==> config.mk <==
export PLATFORM = sky130hd
export DESIGN_NAME = josephus_survivor
export DESIGN_NICKNAME = d
export VERILOG_FILES = /design/src/hw/rtl/js_pkg.sv /design/src/hw/rtl/josephus_survivor.sv /design/src/hw/rtl/js_mod_unit.sv
export VERILOG_INCLUDE_DIRS = /design/src /design/src/hw/rtl
export SDC_FILE = /design/constraint.sdc
export NUM_CORES = 1
export LEC_CHECK = 0
export ABC_AREA = 1
export BUFFER_PORTS_ARGS = -buffer_cell sky130_fd_sc_hd__buf_2
export CORE_UTILIZATION = 47
export CTS_CLUSTER_DIAMETER = 40
export CTS_CLUSTER_SIZE = 14
export DETAILED_ROUTE_END_ITERATION = 10
export PLACE_DENSITY = 0.7
export REMOVE_ABC_BUFFERS = 1
export SYNTH_ARGS = -nofsm -noshare
export SYNTH_HDL_FRONTEND = slang
export SYNTH_SLANG_ARGS = --single-unit
==> constraint.sdc <==
create_clock -name i_clk -period 3.5 [get_ports i_clk]
set_clock_uncertainty 0.15 [all_clocks]
set_input_delay 0.175 -clock i_clk [delete_from_list [all_inputs] [get_ports i_clk]]
set_output_delay 0.175 -clock i_clk [all_outputs]
set_load 0.01 [all_outputs]
==> src/hw/rtl/josephus_survivor_defines.svh <==
// Assertion macros shared by the josephus survivor RTL.
`ifndef JOSEPHUS_SURVIVOR_DEFINES_SVH
`define JOSEPHUS_SURVIVOR_DEFINES_SVH

// Same-cycle implication, disabled during reset.
`define JS_ASSERT_IMP(lbl, ante, cons, msg) \
    lbl: assert property (@(posedge i_clk) disable iff (!i_rst_n) (ante) |-> (cons)) \
        else $error(msg);

// Next-cycle implication, disabled during reset.
`define JS_ASSERT_NXT(lbl, ante, cons, msg) \
    lbl: assert property (@(posedge i_clk) disable iff (!i_rst_n) (ante) |=> (cons)) \
        else $error(msg);

`endif

==> src/hw/rtl/js_pkg.sv <==
// Shared widths, queue sizing and status type for the josephus survivor block.
package js_pkg;

    localparam int PEOPLE_W    = 13;
    localparam int STEP_W      = 16;
    localparam int SURV_W      = 13;
    localparam int REQ_W       = PEOPLE_W + STEP_W;
    localparam int IN_TDATA_W  = 32;
    localparam int OUT_TDATA_W = 16;
    localparam int QUEUE_DEPTH = 16;
    localparam int QADDR_W     = $clog2(QUEUE_DEPTH);

    typedef struct packed {
        logic busy;
        logic done;
    } t_mod_stat;

endpackage

==> src/hw/rtl/josephus_survivor.sv <==
// Josephus survivor: request queue in memory, recurrence sequencer and output register.
//
// Slave channel (i_s_*): one request per handshake, people count and step count.
// Master channel (o_m_*): one result per request, the one-based survivor number,
// in request order.
// Requests are written into a 16-entry queue memory; o_s_tready is low only when
// it is full, so requests keep arriving while an earlier one is being worked on.
// Each request runs the recurrence j = (j + k) mod i for i = 2 .. n. A step whose
// sum is already below i needs no division; otherwise the bit-serial remainder unit
// reduces the sum one bit per cycle (17 bits at the default size).
// Requests are worked on one at a time; the next is read from the queue once
// the current result has been handed to the output register.
// A people count of 0 is taken as 1, a step of 0 as 1, and a count above
// MAX_PEOPLE as MAX_PEOPLE.
// The result waits in the output register while i_m_tready is low; the next
// request is computed meanwhile and held until the register frees.
// Synchronous active-low reset empties the queue and drops any result in flight.
`include "josephus_survivor_defines.svh"

module josephus_survivor #(
    parameter int MAX_PEOPLE = 4096
) (
    input  logic                             i_clk,
    input  logic                             i_rst_n,
    input  logic                             i_s_tvalid,
    output logic                             o_s_tready,
    // [12:0] people_count, [28:13] step_count, [31:29] zero
    input  logic [js_pkg::IN_TDATA_W-1:0]    i_s_tdata,
    output logic                             o_m_tvalid,
    input  logic                             i_m_tready,
    // [12:0] survivor, [15:13] zero
    output logic [js_pkg::OUT_TDATA_W-1:0]   o_m_tdata
);

    localparam int JW = $clog2(MAX_PEOPLE);
    localparam int IW = $clog2(MAX_PEOPLE + 1);
    localparam int SW = ((JW > js_pkg::STEP_W) ? JW : js_pkg::STEP_W) + 1;
    localparam int NW = (IW > js_pkg::PEOPLE_W) ? IW : js_pkg::PEOPLE_W;
    localparam int PW = js_pkg::QADDR_W + 1;

    localparam logic [2:0] S_IDLE = 3'd0;
    localparam logic [2:0] S_LOAD = 3'd1;
    localparam logic [2:0] S_ITER = 3'd2;
    localparam logic [2:0] S_WAIT = 3'd3;
    localparam logic [2:0] S_DONE = 3'd4;

    logic [js_pkg::REQ_W-1:0] q_mem [js_pkg::QUEUE_DEPTH];
    logic [js_pkg::REQ_W-1:0] r_q_rdata;
    logic [PW-1:0]            r_wr_ptr;
    logic [PW-1:0]            r_rd_ptr;
    logic [PW-1:0]            n_rd_ptr;

    logic [2:0]               r_state;
    logic [2:0]               n_state;
    logic [IW-1:0]            r_n;
    logic [IW-1:0]            n_n;
    logic [js_pkg::STEP_W-1:0] r_k;
    logic [js_pkg::STEP_W-1:0] n_k;
    logic [IW-1:0]            r_i;
    logic [IW-1:0]            n_i;
    logic [JW-1:0]            r_j;
    logic [JW-1:0]            n_j;
    logic                     r_out_valid;
    logic                     n_out_valid;
    logic [js_pkg::SURV_W-1:0] r_out_data;
    logic [js_pkg::SURV_W-1:0] n_out_data;

    logic                     w_s_acc;
    logic                     w_m_acc;
    logic                     w_full;
    logic                     w_empty;
    logic                     w_rd_en;
    logic                     w_start;
    logic                     w_adv;
    logic [JW-1:0]            w_adv_j;
    logic [SW-1:0]            w_sum;
    logic                     w_sum_lt;
    logic [js_pkg::PEOPLE_W-1:0] w_people;
    logic [js_pkg::STEP_W-1:0] w_step;
    logic [NW-1:0]            w_n_ext;
    logic [IW-1:0]            w_n_eff;
    logic [IW-1:0]            w_surv;
    logic [IW-1:0]            w_rem;
    js_pkg::t_mod_stat        w_stat;

    assign w_full  = (r_wr_ptr[PW-1] != r_rd_ptr[PW-1]) &&
                     (r_wr_ptr[PW-2:0] == r_rd_ptr[PW-2:0]);
    assign w_empty = (r_wr_ptr == r_rd_ptr);
    assign o_s_tready = !w_full;
    assign w_s_acc = i_s_tvalid && !w_full;
    assign w_m_acc = r_out_valid && i_m_tready;

    always_ff @(posedge i_clk) begin
        if (w_s_acc) begin
            q_mem[r_wr_ptr[PW-2:0]] <= i_s_tdata[js_pkg::REQ_W-1:0];
        end
        if (w_rd_en) begin
            r_q_rdata <= q_mem[r_rd_ptr[PW-2:0]];
        end
    end

    assign w_people = r_q_rdata[js_pkg::PEOPLE_W-1:0];
    assign w_step   = r_q_rdata[js_pkg::REQ_W-1:js_pkg::PEOPLE_W];

    always_comb begin
        w_n_ext = NW'(w_people);
        if (w_n_ext == '0) begin
            w_n_ext = NW'(1);
        end
        if (w_n_ext > NW'(MAX_PEOPLE)) begin
            w_n_ext = NW'(MAX_PEOPLE);
        end
        w_n_eff = IW'(w_n_ext);
    end

    assign w_sum    = SW'(r_j) + SW'(r_k);
    assign w_sum_lt = (w_sum < SW'(r_i));
    assign w_surv   = IW'(r_j) + IW'(1);

    js_mod_unit #(
        .DVD_W (SW),
        .DVS_W (IW)
    ) u_mod (
        .i_clk      (i_clk),
        .i_rst_n    (i_rst_n),
        .i_start    (w_start),
        .i_dividend (w_sum),
        .i_divisor  (r_i),
        .o_stat     (w_stat),
        .o_rem      (w_rem)
    );

    always_comb begin
        n_state     = r_state;
        n_rd_ptr    = r_rd_ptr;
        n_n         = r_n;
        n_k         = r_k;
        n_i         = r_i;
        n_j         = r_j;
        n_out_valid = r_out_valid;
        n_out_data  = r_out_data;
        w_rd_en     = 1'b0;
        w_start     = 1'b0;
        w_adv       = 1'b0;
        w_adv_j     = r_j;
        if (w_m_acc) begin
            n_out_valid = 1'b0;
        end
        case (r_state)
            S_IDLE: begin
                if (!w_empty) begin
                    w_rd_en  = 1'b1;
                    n_rd_ptr = r_rd_ptr + 1'b1;
                    n_state  = S_LOAD;
                end
            end
            S_LOAD: begin
                n_n = w_n_eff;
                n_k = (w_step == '0) ? js_pkg::STEP_W'(1) : w_step;
                n_i = IW'(2);
                n_j = '0;
                n_state = (w_n_eff == IW'(1)) ? S_DONE : S_ITER;
            end
            S_ITER: begin
                if (w_sum_lt) begin
                    w_adv   = 1'b1;
                    w_adv_j = JW'(w_sum);
                end else begin
                    w_start = 1'b1;
                    n_state = S_WAIT;
                end
            end
            S_WAIT: begin
                if (w_stat.done) begin
                    w_adv   = 1'b1;
                    w_adv_j = JW'(w_rem);
                end
            end
            S_DONE: begin
                if (!r_out_valid || i_m_tready) begin
                    n_out_valid = 1'b1;
                    n_out_data  = js_pkg::SURV_W'(w_surv);
                    n_state     = S_IDLE;
                end
            end
            default: begin
                n_state = S_IDLE;
            end
        endcase
        if (w_adv) begin
            n_j = w_adv_j;
            if (r_i == r_n) begin
                n_state = S_DONE;
            end else begin
                n_i     = r_i + 1'b1;
                n_state = S_ITER;
            end
        end
    end

    always_ff @(posedge i_clk) begin
        if (!i_rst_n) begin
            r_state     <= S_IDLE;
            r_wr_ptr    <= '0;
            r_rd_ptr    <= '0;
            r_out_valid <= 1'b0;
        end else begin
            r_state     <= n_state;
            r_rd_ptr    <= n_rd_ptr;
            r_out_valid <= n_out_valid;
            if (w_s_acc) begin
                r_wr_ptr <= r_wr_ptr + 1'b1;
            end
        end
    end

    always_ff @(posedge i_clk) begin
        r_n        <= n_n;
        r_k        <= n_k;
        r_i        <= n_i;
        r_j        <= n_j;
        r_out_data <= n_out_data;
    end

    assign o_m_tvalid = r_out_valid;
    assign o_m_tdata  = js_pkg::OUT_TDATA_W'(r_out_data);

    `JS_ASSERT_IMP(a_iter_index_below_modulus, r_state == S_ITER, IW'(r_j) < r_i, "j not below i")
    `JS_ASSERT_IMP(a_queue_fill_bounded, 1'b1, PW'(r_wr_ptr - r_rd_ptr) <= PW'(js_pkg::QUEUE_DEPTH), "queue fill above depth")
    `JS_ASSERT_IMP(a_start_only_when_free, w_start, !w_stat.busy && r_i > r_n - r_n, "remainder unit restarted while busy")
    `JS_ASSERT_NXT(a_survivor_nonzero, n_out_valid && !r_out_valid, (MAX_PEOPLE > 8191) || (o_m_tdata[12:0] != '0), "survivor of zero")

endmodule

==> src/hw/rtl/js_mod_unit.sv <==
// Bit-serial restoring remainder unit: one dividend bit per cycle.
module js_mod_unit #(
    parameter int DVD_W = 17,
    parameter int DVS_W = 13
) (
    input  logic             i_clk,
    input  logic             i_rst_n,
    input  logic             i_start,
    input  logic [DVD_W-1:0] i_dividend,
    input  logic [DVS_W-1:0] i_divisor,
    output js_pkg::t_mod_stat o_stat,
    output logic [DVS_W-1:0] o_rem
);

    localparam int CNT_W = $clog2(DVD_W + 1);

    logic [DVD_W-1:0] r_dvd;
    logic [DVS_W-1:0] r_dvs;
    logic [DVS_W-1:0] r_rem;
    logic [CNT_W-1:0] r_cnt;
    logic             r_busy;
    logic             r_done;

    logic [DVS_W:0]   w_trial;
    logic             w_ge;
    logic [DVS_W-1:0] n_rem;

    always_comb begin
        w_trial = {r_rem, r_dvd[DVD_W-1]};
        w_ge    = (w_trial >= {1'b0, r_dvs});
        if (w_ge) begin
            n_rem = DVS_W'(w_trial - {1'b0, r_dvs});
        end else begin
            n_rem = w_trial[DVS_W-1:0];
        end
    end

    always_ff @(posedge i_clk) begin
        if (!i_rst_n) begin
            r_busy <= 1'b0;
            r_done <= 1'b0;
            r_cnt  <= '0;
        end else begin
            r_done <= 1'b0;
            if (i_start) begin
                r_busy <= 1'b1;
                r_cnt  <= CNT_W'(DVD_W);
            end else if (r_busy) begin
                r_cnt <= r_cnt - 1'b1;
                if (r_cnt == CNT_W'(1)) begin
                    r_busy <= 1'b0;
                    r_done <= 1'b1;
                end
            end
        end
    end

    always_ff @(posedge i_clk) begin
        if (i_start) begin
            r_dvd <= i_dividend;
            r_dvs <= i_divisor;
            r_rem <= '0;
        end else if (r_busy) begin
            r_dvd <= {r_dvd[DVD_W-2:0], 1'b0};
            r_rem <= n_rem;
        end
    end

    assign o_stat.busy = r_busy;
    assign o_stat.done = r_done;
    assign o_rem       = r_rem;

endmodule
==> flow_summary_export.csv <==
group,metric,value,unit
finish,stdcell_count,3234,
worst_setup_path,worstSetupPathType,"reg -> reg",
power_and_ir_drop,p_per_area,861,mW/mm^2
clock_tree,cts_tree,"built",
job,max-cap-violations,0,
sta,rsz0062_at_grt,"true",
sta,final-hold-violation-count,0,
grt,grt-ovfl-total,0,
worst_setup_path,r2r_setup_slack,30,ps
yosys,synth_flop_cell,"edfxtp_1",
clock_tree,clock_path_buffers,3,
sta,setup_viol,0,
worst_setup_path,crit_buf_inv,2,
floorplanning,initial_core_util,47.7,%
sta,setup_slack,27.6,ps
placed_design,placedCellCount,3031,
grt,grt_usage,22.8,%
grt,grt_pass1_vias,17800,
drt,post-route-drc-count,0,
sta,tns,0,ps
drt,ant_nets,0,
worst_setup_path,worstReg2RegStart,"r_j[0]",
sta,timing.fmax,0.288,GHz
yosys,synth_cells,2262,
floorplanning,fp.coreArea,0.0553,mm^2
floorplanning,num_io_pins,54,
yosys,ys_warn_count,0,
worst_setup_path,worstSetupStartpointType,"flip-flop",
finish,nNetsFinal,2498,
drt,wl_per_cell,20.0,um
placed_design,pre_cts_ws,-98.0,ps
finish,antenna_cells,0,
worst_setup_path,crit_path_start,"r_j[0]",
floorplanning,fp.dieH,239,um
finish,final_area,0.0321,mm^2
power_and_ir_drop,irDropWorstVdd,0.669,mV
worst_setup_path,critPathRequiredTime,3700,ps
worst_setup_path,path_max_fanout,6,
worst_setup_path,cp.arrival,3670,ps
grt,grt_max_degree,171,
finish,drive_gt1_share,16.7,%
drt,via_count,18200,
sta,worst_pin_slew,1160,ps
yosys,yosysSeqAreaShare,69.2,%
clock_tree,clock_latency,640,ps
worst_setup_path,crit_cells,19,
yosys,synth_cell_type_count,48,
drt,vias_per_cell,5.63,
finish,nFillCells,4296,
finish,layout_common_cells,"577 x edfxtp_1, 318 x nor2_1, 277 x nand2_1",
finish,final_common_cell,"edfxtp_1",
clock_tree,clk_pin_slew,60,ps
worst_setup_path,cp-end-kind,"flip-flop",
sta,post-route-period-util,99.2,%
worst_setup_path,crit_family,"simple AND/OR/NAND/NOR gates",
clock_tree,clock-root-buffer,"clkbuf_16",
drt,wl,64700,um
finish,final_util,58.0,%
worst_setup_path,path_cells,"ha_2 > fa_2 > nand3_2 > nand2_2 > nand2_2 > nand2_2 > a31oi_1 > xnor2_1 > ha_1 > a21oi_2 > nor2_1 > a211oi_1 > nand3_1 > nor2_2 > nand3_2 > nand2_4 > nor2_4 > inv_4 > clkbuf_16",
worst_setup_path,worst_path_max_delay_cell,"edfxtp_1",
clock_tree,cts_buffers,87,
drt,first_iter_violations,1850,
worst_setup_path,critPathMostFrequentCell,"nand2_2",
power_and_ir_drop,leakage,11.6,nW
sta,period_needed,3470,ps
clock_tree,h-tree-depth,3,
worst_setup_path,critPathMaxStageDelay,390,ps
power_and_ir_drop,power,27.6,mW
yosys,synth-seq-cells,624,
hold_path,min_path_type,"in -> reg",
placed_design,dpl-instance-area,0.0281,mm^2
yosys,syn_area,0.0264,mm^2
placed_design,hpwlAfterDp,36100,um
grt,grt_pass1_wl,99200,um
worst_setup_path,endpoint,"r_j[4]",
grt,antenna_found_initial,2,
floorplanning,num_rows,86,
sta,max_slew_margin,22.5,%
placed_design,gp_congestion,0.889,
yosys,syn_area_per_cell,11.7,um^2
worst_setup_path,ff2ff_path_depth,19,
worst_setup_path,r2r-end,"r_j[4]",
yosys,synth_edf_count,577,
sta,slew_viol_final,0,
drt,firstDrtPassIters,6,
floorplanning,dieArea,0.0571,mm^2
outcome,status,"finished clean",
placed_design,io_buffer_count,47,
yosys,ys_async_sr_fraction,0,%
finish,area_growth,21.5,%
floorplanning,fp.dieW,239,um
sta,timing.hold.ws,296,ps
clock_tree,cts.sinks,624,
-- power breakdown --
part / switching (mW) / internal, mW
Sequential: 0.466 / 9.24
Combinational: 5.42 / 3.02
Clock: 3.55 / 5.93
-- worst min path at each step --
stage,start,to,slack (ps),cells past startpoint
finish,i_s_tdata[20],q_mem[7][20],300,2
global route,i_s_tdata[28],q_mem[2][28],300,2
CTS,i_s_tdata[20],q_mem[10][20],260,2
detailed placement,r_q_rdata[19],r_k[6],290,0
global placement,r_q_rdata[27],r_k[14],280,0
floorplan,i_rst_n,r_state[2],120,2
-- cell families after synthesis --
| family | share of synthesized area, % |
|---|---|
| AOI/OAI and AO/OA | 10.4 |
| xor gates and xnor gates | 1.73 |
| adders and majority gates | 2.33 |
| buffers and inverters | 4.12 |
| DFF | 69.2 |
| other | 0.0142 |
| and+or+nand+nor | 12.2 |
-- sequential cells by signal, summed over array words and instances (netlist names) --
| signal | cells |
|---|---|
| q_mem | 464 |
| r_n | 13 |
| u_mod.r_dvd | 17 |
| u_mod.r_done | 1 |
| r_rd_ptr | 5 |
| r_k | 16 |
| u_mod.r_dvs | 13 |
| r_i | 13 |
| u_mod.r_busy | 1 |
| o_m_tvalid | 1 |
| r_q_rdata | 29 |
| r_out_data | 13 |
| r_wr_ptr | 5 |
| r_state | 3 |
| u_mod.r_cnt | 5 |
| r_j | 12 |
| u_mod.o_rem | 13 |
-- worst reg2reg max path: cells and delay by family, from the launching register on --
kind,cells,cell delay [ps]
adders and majority gates,3,870
xor gates and xnor gates,1,190
buffers and inverters,2,250
DFF,1,390
and+or+nand+nor,10,890
AOI/OAI and AO/OA,3,470
-- per-layer routing --
layer | routed length, um | track usage [%]
met1 | 25900 | 29.9
met2 | 31600 | 37.7
met3 | 5240 | 3.79
met4 | 2030 | 9.21
met5 | 13 | 0
-- repair_timing --
item / in CTS / in global routing
endpoints found under the hold margin: 479 / 0
cloned: 0 / 2
endpoints found under the setup margin: 81 / 107
pin swaps: 7 / 20
resized for setup: 22 / 62
hold buffers: 32 / 0
buffers inserted: 2 / 7
-- area by class of cell --
class	instances	area, um^2	area share [%]
well taps	748	936	2.92
clock buffers	90	2210	6.89
flip-flops and latches	624	18300	57.0
multi-input cells	1367	7530	23.5
repair buffers	185	1530	4.78
inverters	149	579	1.81
clock inverters	71	1000	3.13
-- synth_stat cells, drive strengths merged, types with 2 or more instances --
cell type | count | area share (%)
edfxtp | 577 | 66
a21oi | 36 | 0.71
fa | 2 | 0.15
o221ai | 51 | 1.7
nand3 | 108 | 2.1
nor2 | 350 | 5.0
o31ai | 5 | 0.14
clkinv | 5 | 0.071
o22ai | 72 | 1.7
o21bai | 3 | 0.085
inv | 144 | 2.0
or2 | 2 | 0.047
and3 | 2 | 0.047
nor4 | 5 | 0.12
xor2 | 37 | 1.2
buf | 24 | 0.57
o211ai | 7 | 0.20
clkbuf | 101 | 1.4
nor3 | 17 | 0.34
a211oi | 4 | 0.13
nand3b | 2 | 0.057
nand2 | 293 | 4.3
ha | 46 | 2.2
o21ai | 288 | 5.5
nand4 | 8 | 0.19
dfxtp | 47 | 3.6
xnor2 | 15 | 0.50
a31oi | 4 | 0.095
Note: power is estimated with default switching activity, not from simulation.
